**config.mk**
```make
export PLATFORM = sky130hd
export DESIGN_NAME = smtp_data_transparency_encoder
export DESIGN_NICKNAME = d
export VERILOG_FILES = /design/src/sde_pkg.sv /design/src/smtp_data_transparency_encoder.sv /design/src/sde_front.sv /design/src/sde_fifo.sv /design/src/sde_back.sv
export SDC_FILE = /design/constraint.sdc
export NUM_CORES = 1
export LEC_CHECK = 0
export ABC_AREA = 1
export BUFFER_PORTS_ARGS = -buffer_cell sky130_fd_sc_hd__buf_2
export CORE_MARGIN = 4
export CORE_UTILIZATION = 50
export CTS_BUF_LIST = sky130_fd_sc_hd__clkbuf_4 sky130_fd_sc_hd__clkbuf_8
export DETAILED_ROUTE_END_ITERATION = 7
export MAX_ROUTING_LAYER = met4
export PLACE_DENSITY = 0.67
export RECOVER_POWER = 25
export SLEW_MARGIN = 10
export SYNTH_ARGS = -nofsm -noshare
export SYNTH_HDL_FRONTEND = slang
export SYNTH_SLANG_ARGS = --single-unit
```
**constraint.sdc**
```tcl
create_clock -name clk -period 5.6 [get_ports clk]
set_input_delay 0.28 -clock clk [delete_from_list [all_inputs] [get_ports clk]]
set_output_delay 0.28 -clock clk [all_outputs]
set_load 0.03 [all_outputs]
```
**src/sde_pkg.sv**
```systemverilog
package sde_pkg;

  localparam logic REQ_DATA = 1'b0;
  localparam logic REQ_EOM  = 1'b1;

  localparam logic [7:0] CH_CR    = 8'd13;
  localparam logic [7:0] CH_LF    = 8'd10;
  localparam logic [7:0] CH_DOT   = 8'h2E;
  localparam logic [7:0] CH_QUOTE = 8'h3E;

  // keyword "From " is five bytes, at most four are ever held
  localparam int KEY_LEN = 5;
  localparam logic [2:0] KEY_HELD_MAX = 3'(KEY_LEN - 1);

  // command queue between front and back
  localparam int QDEPTH  = 4;
  localparam int QPTR_W  = $clog2(QDEPTH);
  localparam int QCNT_W  = $clog2(QDEPTH + 1);

  typedef struct packed {
    logic       req_type;
    logic [7:0] data_byte;
  } sde_in_t;

  typedef struct packed {
    logic [7:0] out_byte;
    logic       last;
  } sde_out_t;

  typedef enum logic [1:0] {
    LM_START  = 2'd0,
    LM_MIDDLE = 2'd1,
    LM_KEY    = 2'd2
  } line_mode_t;

  typedef enum logic [2:0] {
    TAIL_NONE = 3'd0,
    TAIL_CRLF = 3'd1,
    TAIL_DOTS = 3'd2,
    TAIL_BYTE = 3'd3,
    TAIL_FROM = 3'd4
  } tail_t;

  // one queued command: held keyword prefix, then a tail sequence
  typedef struct packed {
    logic [2:0] held;
    tail_t      tail;
    logic [7:0] data;
  } sde_cmd_t;

  function automatic logic [7:0] key_char(input logic [2:0] i);
    logic [7:0] r;
    case (i)
      3'd0: r = 8'h46;  // F
      3'd1: r = 8'h72;  // r
      3'd2: r = 8'h6F;  // o
      3'd3: r = 8'h6D;  // m
      3'd4: r = 8'h20;  // space
      default: r = 8'h00;
    endcase
    return r;
  endfunction

  function automatic logic [2:0] tail_len(input tail_t t);
    logic [2:0] r;
    case (t)
      TAIL_NONE: r = 3'd0;
      TAIL_CRLF: r = 3'd2;
      TAIL_DOTS: r = 3'd2;
      TAIL_BYTE: r = 3'd1;
      TAIL_FROM: r = 3'd6;
      default:   r = 3'd0;
    endcase
    return r;
  endfunction

  function automatic logic [2:0] cmd_len(input sde_cmd_t c);
    return c.held + tail_len(c.tail);
  endfunction

  function automatic logic [7:0] cmd_byte(input sde_cmd_t c, input logic [2:0] idx);
    logic [7:0] r;
    logic [2:0] j;
    j = idx - c.held;
    if (idx < c.held) begin
      r = key_char(idx);
    end else begin
      case (c.tail)
        TAIL_CRLF: r = (j == 3'd0) ? CH_CR : CH_LF;
        TAIL_DOTS: r = CH_DOT;
        TAIL_BYTE: r = c.data;
        TAIL_FROM: r = (j == 3'd0) ? CH_QUOTE : key_char(j - 3'd1);
        default:   r = 8'h00;
      endcase
    end
    return r;
  endfunction

  // number of prefix bytes held, kept within 1..4
  function automatic logic [2:0] held_count(input logic [2:0] m);
    logic [2:0] r;
    r = m;
    if (m < 3'd1) r = 3'd1;
    if (m > KEY_HELD_MAX) r = KEY_HELD_MAX;
    return r;
  endfunction

endpackage

```
**src/smtp_data_transparency_encoder.sv**
```systemverilog
// SMTP DATA body encoder: turns LF into CR LF, doubles a leading dot and
// escapes a leading "From " as ">From ", holding a partial keyword back until
// it matches or breaks. One input transaction is accepted per cycle while the
// four-entry command queue has room; each transaction yields 0 to 6 output
// bytes, sent one per cycle, unless out_ready stalls, from a registered
// output, so the sustained input rate is set by the single output sequencer.
// At end of message a held prefix is flushed and an open line ends in CR LF.
// Each output byte goes through the command queue, then the output register.
module smtp_data_transparency_encoder (
  input  logic              clk,
  input  logic              rst,
  input  logic              in_valid,
  output logic              in_ready,
  input  sde_pkg::sde_in_t  in_data,
  output logic              out_valid,
  input  logic              out_ready,
  output sde_pkg::sde_out_t out_data
);

  logic              push;
  sde_pkg::sde_cmd_t push_data;
  logic              full;
  logic              pop;
  sde_pkg::sde_cmd_t head;
  logic              empty;

  assign in_ready = !full;

  sde_front u_front (
    .clk       (clk),
    .rst       (rst),
    .in_valid  (in_valid),
    .in_ready  (in_ready),
    .in_data   (in_data),
    .push      (push),
    .push_data (push_data)
  );

  sde_fifo u_fifo (
    .clk       (clk),
    .rst       (rst),
    .push      (push),
    .push_data (push_data),
    .full      (full),
    .pop       (pop),
    .head      (head),
    .empty     (empty)
  );

  sde_back u_back (
    .clk       (clk),
    .rst       (rst),
    .head      (head),
    .empty     (empty),
    .pop       (pop),
    .out_valid (out_valid),
    .out_ready (out_ready),
    .out_data  (out_data)
  );

endmodule

```
**src/sde_front.sv**
```systemverilog
module sde_front (
  input  logic              clk,
  input  logic              rst,
  input  logic              in_valid,
  input  logic              in_ready,
  input  sde_pkg::sde_in_t  in_data,
  output logic              push,
  output sde_pkg::sde_cmd_t push_data
);

  sde_pkg::line_mode_t line_mode, line_mode_next;
  logic [2:0]          match_count, match_count_next;
  sde_pkg::sde_cmd_t   cmd;
  logic                accept;
  logic [2:0]          m;
  logic                is_lf;

  assign accept = in_valid && in_ready;
  assign m      = sde_pkg::held_count(match_count);
  assign is_lf  = (in_data.data_byte == sde_pkg::CH_LF);

  always_ff @(posedge clk) begin
    if (rst) begin
      line_mode   <= sde_pkg::LM_START;
      match_count <= 3'd1;
    end else if (accept) begin
      line_mode   <= line_mode_next;
      match_count <= match_count_next;
    end
  end

  always_comb begin
    line_mode_next   = line_mode;
    match_count_next = 3'd1;
    cmd.held         = 3'd0;
    cmd.tail         = sde_pkg::TAIL_NONE;
    cmd.data         = in_data.data_byte;
    if (in_data.req_type == sde_pkg::REQ_EOM) begin
      if (line_mode == sde_pkg::LM_KEY) cmd.held = m;
      if (line_mode != sde_pkg::LM_START) cmd.tail = sde_pkg::TAIL_CRLF;
      line_mode_next = sde_pkg::LM_START;
    end else begin
      case (line_mode)
        sde_pkg::LM_START: begin
          if (is_lf) begin
            cmd.tail = sde_pkg::TAIL_CRLF;
          end else if (in_data.data_byte == sde_pkg::CH_DOT) begin
            cmd.tail       = sde_pkg::TAIL_DOTS;
            line_mode_next = sde_pkg::LM_MIDDLE;
          end else if (in_data.data_byte == sde_pkg::key_char(3'd0)) begin
            line_mode_next = sde_pkg::LM_KEY;
          end else begin
            cmd.tail       = sde_pkg::TAIL_BYTE;
            line_mode_next = sde_pkg::LM_MIDDLE;
          end
        end
        sde_pkg::LM_KEY: begin
          if (in_data.data_byte == sde_pkg::key_char(m)) begin
            if (m == sde_pkg::KEY_HELD_MAX) begin
              cmd.tail       = sde_pkg::TAIL_FROM;
              line_mode_next = sde_pkg::LM_MIDDLE;
            end else begin
              match_count_next = m + 3'd1;
            end
          end else begin
            // broken prefix: flush it, then the byte itself
            cmd.held = m;
            if (is_lf) begin
              cmd.tail       = sde_pkg::TAIL_CRLF;
              line_mode_next = sde_pkg::LM_START;
            end else begin
              cmd.tail       = sde_pkg::TAIL_BYTE;
              line_mode_next = sde_pkg::LM_MIDDLE;
            end
          end
        end
        default: begin
          if (is_lf) begin
            cmd.tail       = sde_pkg::TAIL_CRLF;
            line_mode_next = sde_pkg::LM_START;
          end else begin
            cmd.tail       = sde_pkg::TAIL_BYTE;
            line_mode_next = sde_pkg::LM_MIDDLE;
          end
        end
      endcase
    end
  end

  // transactions that produce no bytes never enter the queue
  assign push      = accept && (sde_pkg::cmd_len(cmd) != 3'd0);
  assign push_data = cmd;

endmodule

```
**src/sde_fifo.sv**
```systemverilog
module sde_fifo (
  input  logic              clk,
  input  logic              rst,
  input  logic              push,
  input  sde_pkg::sde_cmd_t push_data,
  output logic              full,
  input  logic              pop,
  output sde_pkg::sde_cmd_t head,
  output logic              empty
);

  sde_pkg::sde_cmd_t                mem [sde_pkg::QDEPTH];
  logic [sde_pkg::QPTR_W-1:0]       wr_ptr;
  logic [sde_pkg::QPTR_W-1:0]       rd_ptr;
  logic [sde_pkg::QCNT_W-1:0]       count;
  logic                             do_push;
  logic                             do_pop;

  assign full    = (count == sde_pkg::QCNT_W'(sde_pkg::QDEPTH));
  assign empty   = (count == '0);
  assign do_push = push && !full;
  assign do_pop  = pop && !empty;
  assign head    = mem[rd_ptr];

  always_ff @(posedge clk) begin
    if (do_push) mem[wr_ptr] <= push_data;
  end

  always_ff @(posedge clk) begin
    if (rst) begin
      wr_ptr <= '0;
      rd_ptr <= '0;
      count  <= '0;
    end else begin
      if (do_push) wr_ptr <= wr_ptr + 1'b1;
      if (do_pop) rd_ptr <= rd_ptr + 1'b1;
      case ({do_push, do_pop})
        2'b10:   count <= count + 1'b1;
        2'b01:   count <= count - 1'b1;
        default: count <= count;
      endcase
    end
  end

endmodule

```
**src/sde_back.sv**
```systemverilog
module sde_back (
  input  logic               clk,
  input  logic               rst,
  input  sde_pkg::sde_cmd_t  head,
  input  logic               empty,
  output logic               pop,
  output logic               out_valid,
  input  logic               out_ready,
  output sde_pkg::sde_out_t  out_data
);

  logic [2:0] idx;
  logic       emit;
  logic       is_last;

  assign emit    = !empty && (!out_valid || out_ready);
  assign is_last = (idx == sde_pkg::cmd_len(head) - 3'd1);
  assign pop     = emit && is_last;

  always_ff @(posedge clk) begin
    if (rst) begin
      out_valid <= 1'b0;
      idx       <= 3'd0;
    end else if (emit) begin
      out_valid <= 1'b1;
      idx       <= is_last ? 3'd0 : idx + 3'd1;
    end else if (out_ready) begin
      out_valid <= 1'b0;
    end
  end

  always_ff @(posedge clk) begin
    if (emit) begin
      out_data.out_byte <= sde_pkg::cmd_byte(head, idx);
      out_data.last     <= is_last;
    end
  end

endmodule

```
Yosys cells after proc, flatten, opt, wreduce, memory -nomap -nowiden
Memory sizes are Yosys's and may differ from the RTL's. A register that Yosys moved wholly into a read port is not among the register bits.
Cells that the tools add are included.
{ "word_totals": {"n_memories": 1, "elab_cells": 123, "ff_bits": 25, "output_inout_bits": 11, "ram_bits": 56} }
{ "classes": {"n_addsub": 11, "n_eq_ne": 31, "order_cmp": 3, "n_reduce_logical": 23, "muxes": 45} }
{ "memory_table": {"columns": ["memory", "words", "word_bits", "rd", "rd_ports_with_merged_regs", "write_ports", "line", "source"], "rows": [
  ["u_fifo.mem", 4, 14, 1, 1, 1, "sde_fifo.sv:12", "sde_pkg::sde_cmd_t mem [sde_pkg::QDEPTH];"]
]} }
{ "ops": {"columns": ["op", "count"], "rows": [
  ["case mux 7 bit (5 select lines)", 3],
  ["two-way mux 3 bit", 15],
  ["case mux 8 bit (4 select lines)", 1],
  ["equality test 3 x 2 -> 1 bit, second input constant", 10],
  ["two-way mux 8 bit", 3],
  ["two-way mux 2 bit", 10],
  ["equality test 3 bit, second input constant", 6],
  ["case mux 3 bit (3 select lines)", 2],
  ["equality test 3 x 1 -> 1 bit, second input constant", 5],
  ["zero test 3 bit", 5],
  ["case mux 3 bit (2 select lines)", 2],
  ["adder 3 x 1 -> 3 bit, second input constant", 3],
  ["subtractor 3 x 1 -> 3 bit, second input constant", 3],
  ["equality test 8 x 4 -> 1 bit, second input constant", 1],
  ["equality test 8 x 6 -> 1 bit, second input constant", 1],
  ["equality test 8 x 7 -> 1 bit, second input constant", 1],
  ["equality test 8 bit", 1],
  ["two-way mux 7 bit", 1],
  ["adder 3 bit", 2],
  ["logical AND 1 bit", 6],
  ["two-way mux 1 bit", 6],
  ["two-way mux 6 bit", 1],
  ["nonzero test 2 bit", 3],
  ["adder 2 x 1 -> 2 bit, second input constant", 2],
  ["other kinds (16)", 20]
]} }

Logic depth before layout (Yosys ltp)
{ "logic_depth": {"ltp_word": 20, "mapped_depth": 32} }

Cells and area by module
A second synthesis with hierarchy kept.
{ "unflattened": {"cells_unflattened": 503, "hier_area_um2": 4663.2} }
{ "modules_own_cells": {"columns": ["module", "area_per_inst_um2", "seq_area_each_um2", "n_inst", "cells_each"], "rows": [
  ["sde_fifo", 2677.6, 1861.8, 1, 205],
  ["sde_back", 1109.8, 350.3, 1, 153],
  ["sde_front", 872.1, 100.1, 1, 144],
  ["smtp_data_transparency_encoder", 3.8, 0.0, 1, 1]
]} }

Worst setup path before layout
No wires, ideal clock.
{ "synth_path": {"kind": "reg2reg", "startpoint": "reg u_front.match_count[1]", "endpoint": "reg u_fifo.count[2] in the netlist's numbering", "setup_slack_ps": 1059, "setup_ps": 122, "period_less_slack_ps": 4541, "n_path_buf": 0, "t_required_ps": 5478, "stages_incl_launch_ff": 31, "arrival_time_ps": 4419, "cell_sequence": "dfxtp_1 inv_1 o21ai_0 inv_1 ha_1 ha_1 a21oi_1 nand3_1 nand3_1 nand2_1 nor2_2 nand2_1 nor2_2 inv_2 nand3_1 o21ai_1 nand2_1 inv_2 o21a_1 fa_1 inv_1 nor2_1 nand3_2 nand2_1 ha_1 inv_1 fa_1 a21oi_1 o21ai_0 o21ai_0 a21oi_1"} }
{ "synth_lines": {"columns": ["element", "line", "source"], "rows": [
  ["start: declaration", "sde_front.sv:12", "logic [2:0] match_count, match_count_next;"],
  ["start signal: assignment", "sde_front.sv:28", "match_count <= match_count_next;"],
  ["end signal: assignment", "sde_fifo.sv:38", "2'b10: count <= count + 1'b1;"],
  ["end signal: assignment", "sde_fifo.sv:39", "2'b01: count <= count - 1'b1;"],
  ["end signal: assignment", "sde_fifo.sv:40", "default: count <= count;"],
  ["end: declaration", "sde_fifo.sv:15", "logic [sde_pkg::QCNT_W-1:0] count;"]
]} }

==> results.sh <==
export IMPL_min_from="rst"
export IMPL_wl_um=8939
export IMPL_ios=24
export IMPL_drt_iter0_drc=195
export IMPL_ys_types=42
export IMPL_ys_ff_latch=83
export IMPL_worst_setup_path_start_kind="flop"
export IMPL_drcViolationCount=0
export IMPL_yosysSeqAreaShare=0.5315
export IMPL_r2r_end="u_fifo.count[2]"
export IMPL_grtUsageTotal=0.1947
export IMPL_die_area_mm2=0.01026
export IMPL_fmax_mhz=201.4
export IMPL_path_clk_slew_ns=0.09
export IMPL_hold_path_class="in2reg"
export IMPL_timing_hold_violations_final=0
export IMPL_skew_ns=0.008181
export IMPL_wire_per_inst_um=14.49
export IMPL_worst_path_most_repeated_cell="nand2_1"
export IMPL_fill_cells=747
export IMPL_hold_depth=2
export IMPL_slew_headroom=0.5083
export IMPL_p_per_area_mw_per_mm2=425.6
export IMPL_clkSinkCount=83
export IMPL_synth_warnings=0
export IMPL_synth_top_area_share=0.4487
export IMPL_final_nets=545
export IMPL_worstMarginPinSlew_ns=0.7375
export IMPL_setup_viol=0
export IMPL_post_cts_buffers=0
export IMPL_ir_worst_vdd_v=0.0002117
export IMPL_p_leak_nw=1.995
export IMPL_num_rows=33
export IMPL_cts_hold_fix_buffers=0
export IMPL_area_delta_synth_final_pct=9.779
export IMPL_cts_max_path_buffers=2
export IMPL_period_needed_ns=4.966
export IMPL_vias=3248
export IMPL_antenna_cells=0
export IMPL_drive_above_1_share=0.1191
export IMPL_synthCells=473
export IMPL_synthTopCellsByArea="edfxtp_1, dfxtp_1, nand2_1, ha_1, inv_1"
export IMPL_drtPass1Iterations=5
export IMPL_critPathKind="reg2reg"
export IMPL_grt_max_degree=32
export IMPL_gp_congestion=0.9011
export IMPL_die_x_um=101.3
export IMPL_port_buffers=23
export IMPL_crit_path_max_incr_delay_ns=0.47
export IMPL_worst_ep_required_time_ns=5.84
export IMPL_yosys_area_top_type="edfxtp_1"
export IMPL_syn_nets=511
export IMPL_fin_tns_setup_ns=0
export IMPL_r2r_start="u_front.match_count[1]"
export IMPL_slowest_stage="fa_1"
export IMPL_core_area_mm2=0.008341
export IMPL_drv_slew=0
export IMPL_h_tree_depth=3
export IMPL_dp_hpwl_um=6488
export IMPL_critical_path_peak_fanout=6
export IMPL_clk_latency_ns=0.36
export IMPL_viasPerCell=5.264
export IMPL_place_ws_ns=0.5356
export IMPL_antenna_found_initial=0
export IMPL_cp_arrival_ns=5.20
export IMPL_die_height_um=101.3
export IMPL_r2r_setup_slack_ns=0.63
export IMPL_fin_util=0.5726
export IMPL_final_period_utilization=0.8868
export IMPL_cp_end_kind="flop"
export IMPL_initial_core_util=0.5216
export IMPL_grt_pass1_vias=3155
export IMPL_cts_root_buf="clkbuf_8"
export IMPL_rsz0062_at_grt="false"
export IMPL_reg2reg_depth=32
export IMPL_syn_area_mm2=0.004350
export IMPL_grt_overflow=0
export IMPL_cap_violations=0
export IMPL_tritoncts="done"
export IMPL_setup_ws_ns=0.6338
export IMPL_grt_first_pass_wirelength_um=15020
export IMPL_status="finished clean"
export IMPL_cts_buffers=9
export IMPL_drt_antenna_violating_nets=0
export IMPL_min_to="u_front.match_count[1]"
export IMPL_cts_resized=0
export IMPL_avgSynthCellArea_um2=9.198
==> synthesized netlist by cell type, drive strengths merged <==
cell type	n
nand2	94
inv	72
edfxtp	65
nor2	50
nand3	39
o21ai	32
a21oi	30
ha	22
dfxtp	18
nor3	8
xor2	5
clkbuf	4
nand4	4
a31oi	3
a32oi	3
buf	3
fa	3
a21o	2
a221oi	2
clkinv	2
nor4	2
a211oi	1
a221o	1
a311oi	1
and2	1
o21a	1
o22ai	1
o31ai	1
o41ai	1
or2	1
xnor2	1
==> cell type report <==
type                            count  area, µm²  area share
Sequential cell                    83       2312      0.4842
Multi-Input combinational cell    309       1728      0.3618
Inverter                           74      277.8     0.05816
Timing Repair Buffer               30      148.9     0.03118
Tap cell                          105      131.4     0.02751
Clock buffer                        9      123.9     0.02594
Clock inverter                      7      53.80     0.01127
==> critical path: cells and delay by family, from the launching register on <==
family / cells / cell delay, ns
AOI/OAI and AO/OA: 7 / 1.27
adders and majority gates: 6 / 1.63
buffers and inverters: 7 / 0.45
DFF: 1 / 0.43
and+or+nand+nor: 12 / 1.03
==> worst max-delay path by stage <==
stage / startpoint / endpoint
after floorplan: u_front.match_count[1] / u_fifo.count[2]
after global placement: u_front.match_count[1] / u_fifo.count[2]
after detailed placement: u_front.match_count[1] / u_fifo.count[2]
after CTS: u_front.match_count[1] / u_fifo.count[2]
after global routing: u_front.match_count[1] / u_fifo.count[2]
final: u_front.match_count[1] / u_fifo.count[2]
==> logic make-up (layout without fill, tap and decap cells) <==
| logic type | count (synthesis) | count (layout) | share of synthesized area |
|---|---|---|---|
| adders and majority gates | 25 | 25 | 0.07708 |
| and+or+nand+nor | 199 | 199 | 0.2007 |
| DFF | 83 | 83 | 0.5315 |
| buffers and inverters | 81 | 120 | 0.07133 |
| AOI/OAI and AO/OA | 79 | 79 | 0.1056 |
| xor gates and xnor gates | 6 | 6 | 0.01381 |
==> layer usage <==
layer	vias to the layer above	wire length, µm	GRT usage
li1	1653	-	-
met1	1513	4177	0.2490
met2	69	4285	0.3084
met3	13	367	0.04132
met4	0	109	0.06646
met5	-	0	-
==> metrics by stage <==
step	instance area [µm²]	hold slack, ns	cells	power, mW
final	4776	0.2253	617	2.033
after global routing	4776	0.2348	617	2.207
after CTS	4795	0.1920	617	2.057
after detailed placement	4617	0.4832	601	1.670
after global placement	4617	0.4698	601	1.650
after floorplan	4350	0.3491	473	1.469
==> cells in the final DEF (no fill, tap or decap), types with 4 or more instances in the layout <==
cell	instances
a21oi_1	30
buf_2	11
buf_4	6
clkbuf_1	13
clkbuf_8	9
dfxtp_1	18
edfxtp_1	65
ha_1	22
inv_1	59
inv_2	13
nand2_1	90
nand3_1	35
nand3_2	4
nand4_1	4
nor2_1	47
nor3_1	7
o21ai_0	25
o21ai_1	5
xor2_1	4
==> sequential cells by signal (all words and copies together) (netlist names), named ones only <==
name and flops:
u_back.out_data 9, u_back.out_valid 1, u_fifo.mem 56, u_fifo.wr_ptr 2, u_front.line_mode 2, u_back.idx 3, u_fifo.rd_ptr 2, u_front.match_count 3
u_fifo.count 3
==> report_power, final <==
part | total [mW] | internal, mW | switching, mW
registers | 0.816 | 0.782 | 0.0338
logic | 0.825 | 0.254 | 0.571
clock network | 0.392 | 0.164 | 0.228
total | 2.03 | 1.20 | 0.832
(Power assumes the default switching activity.)
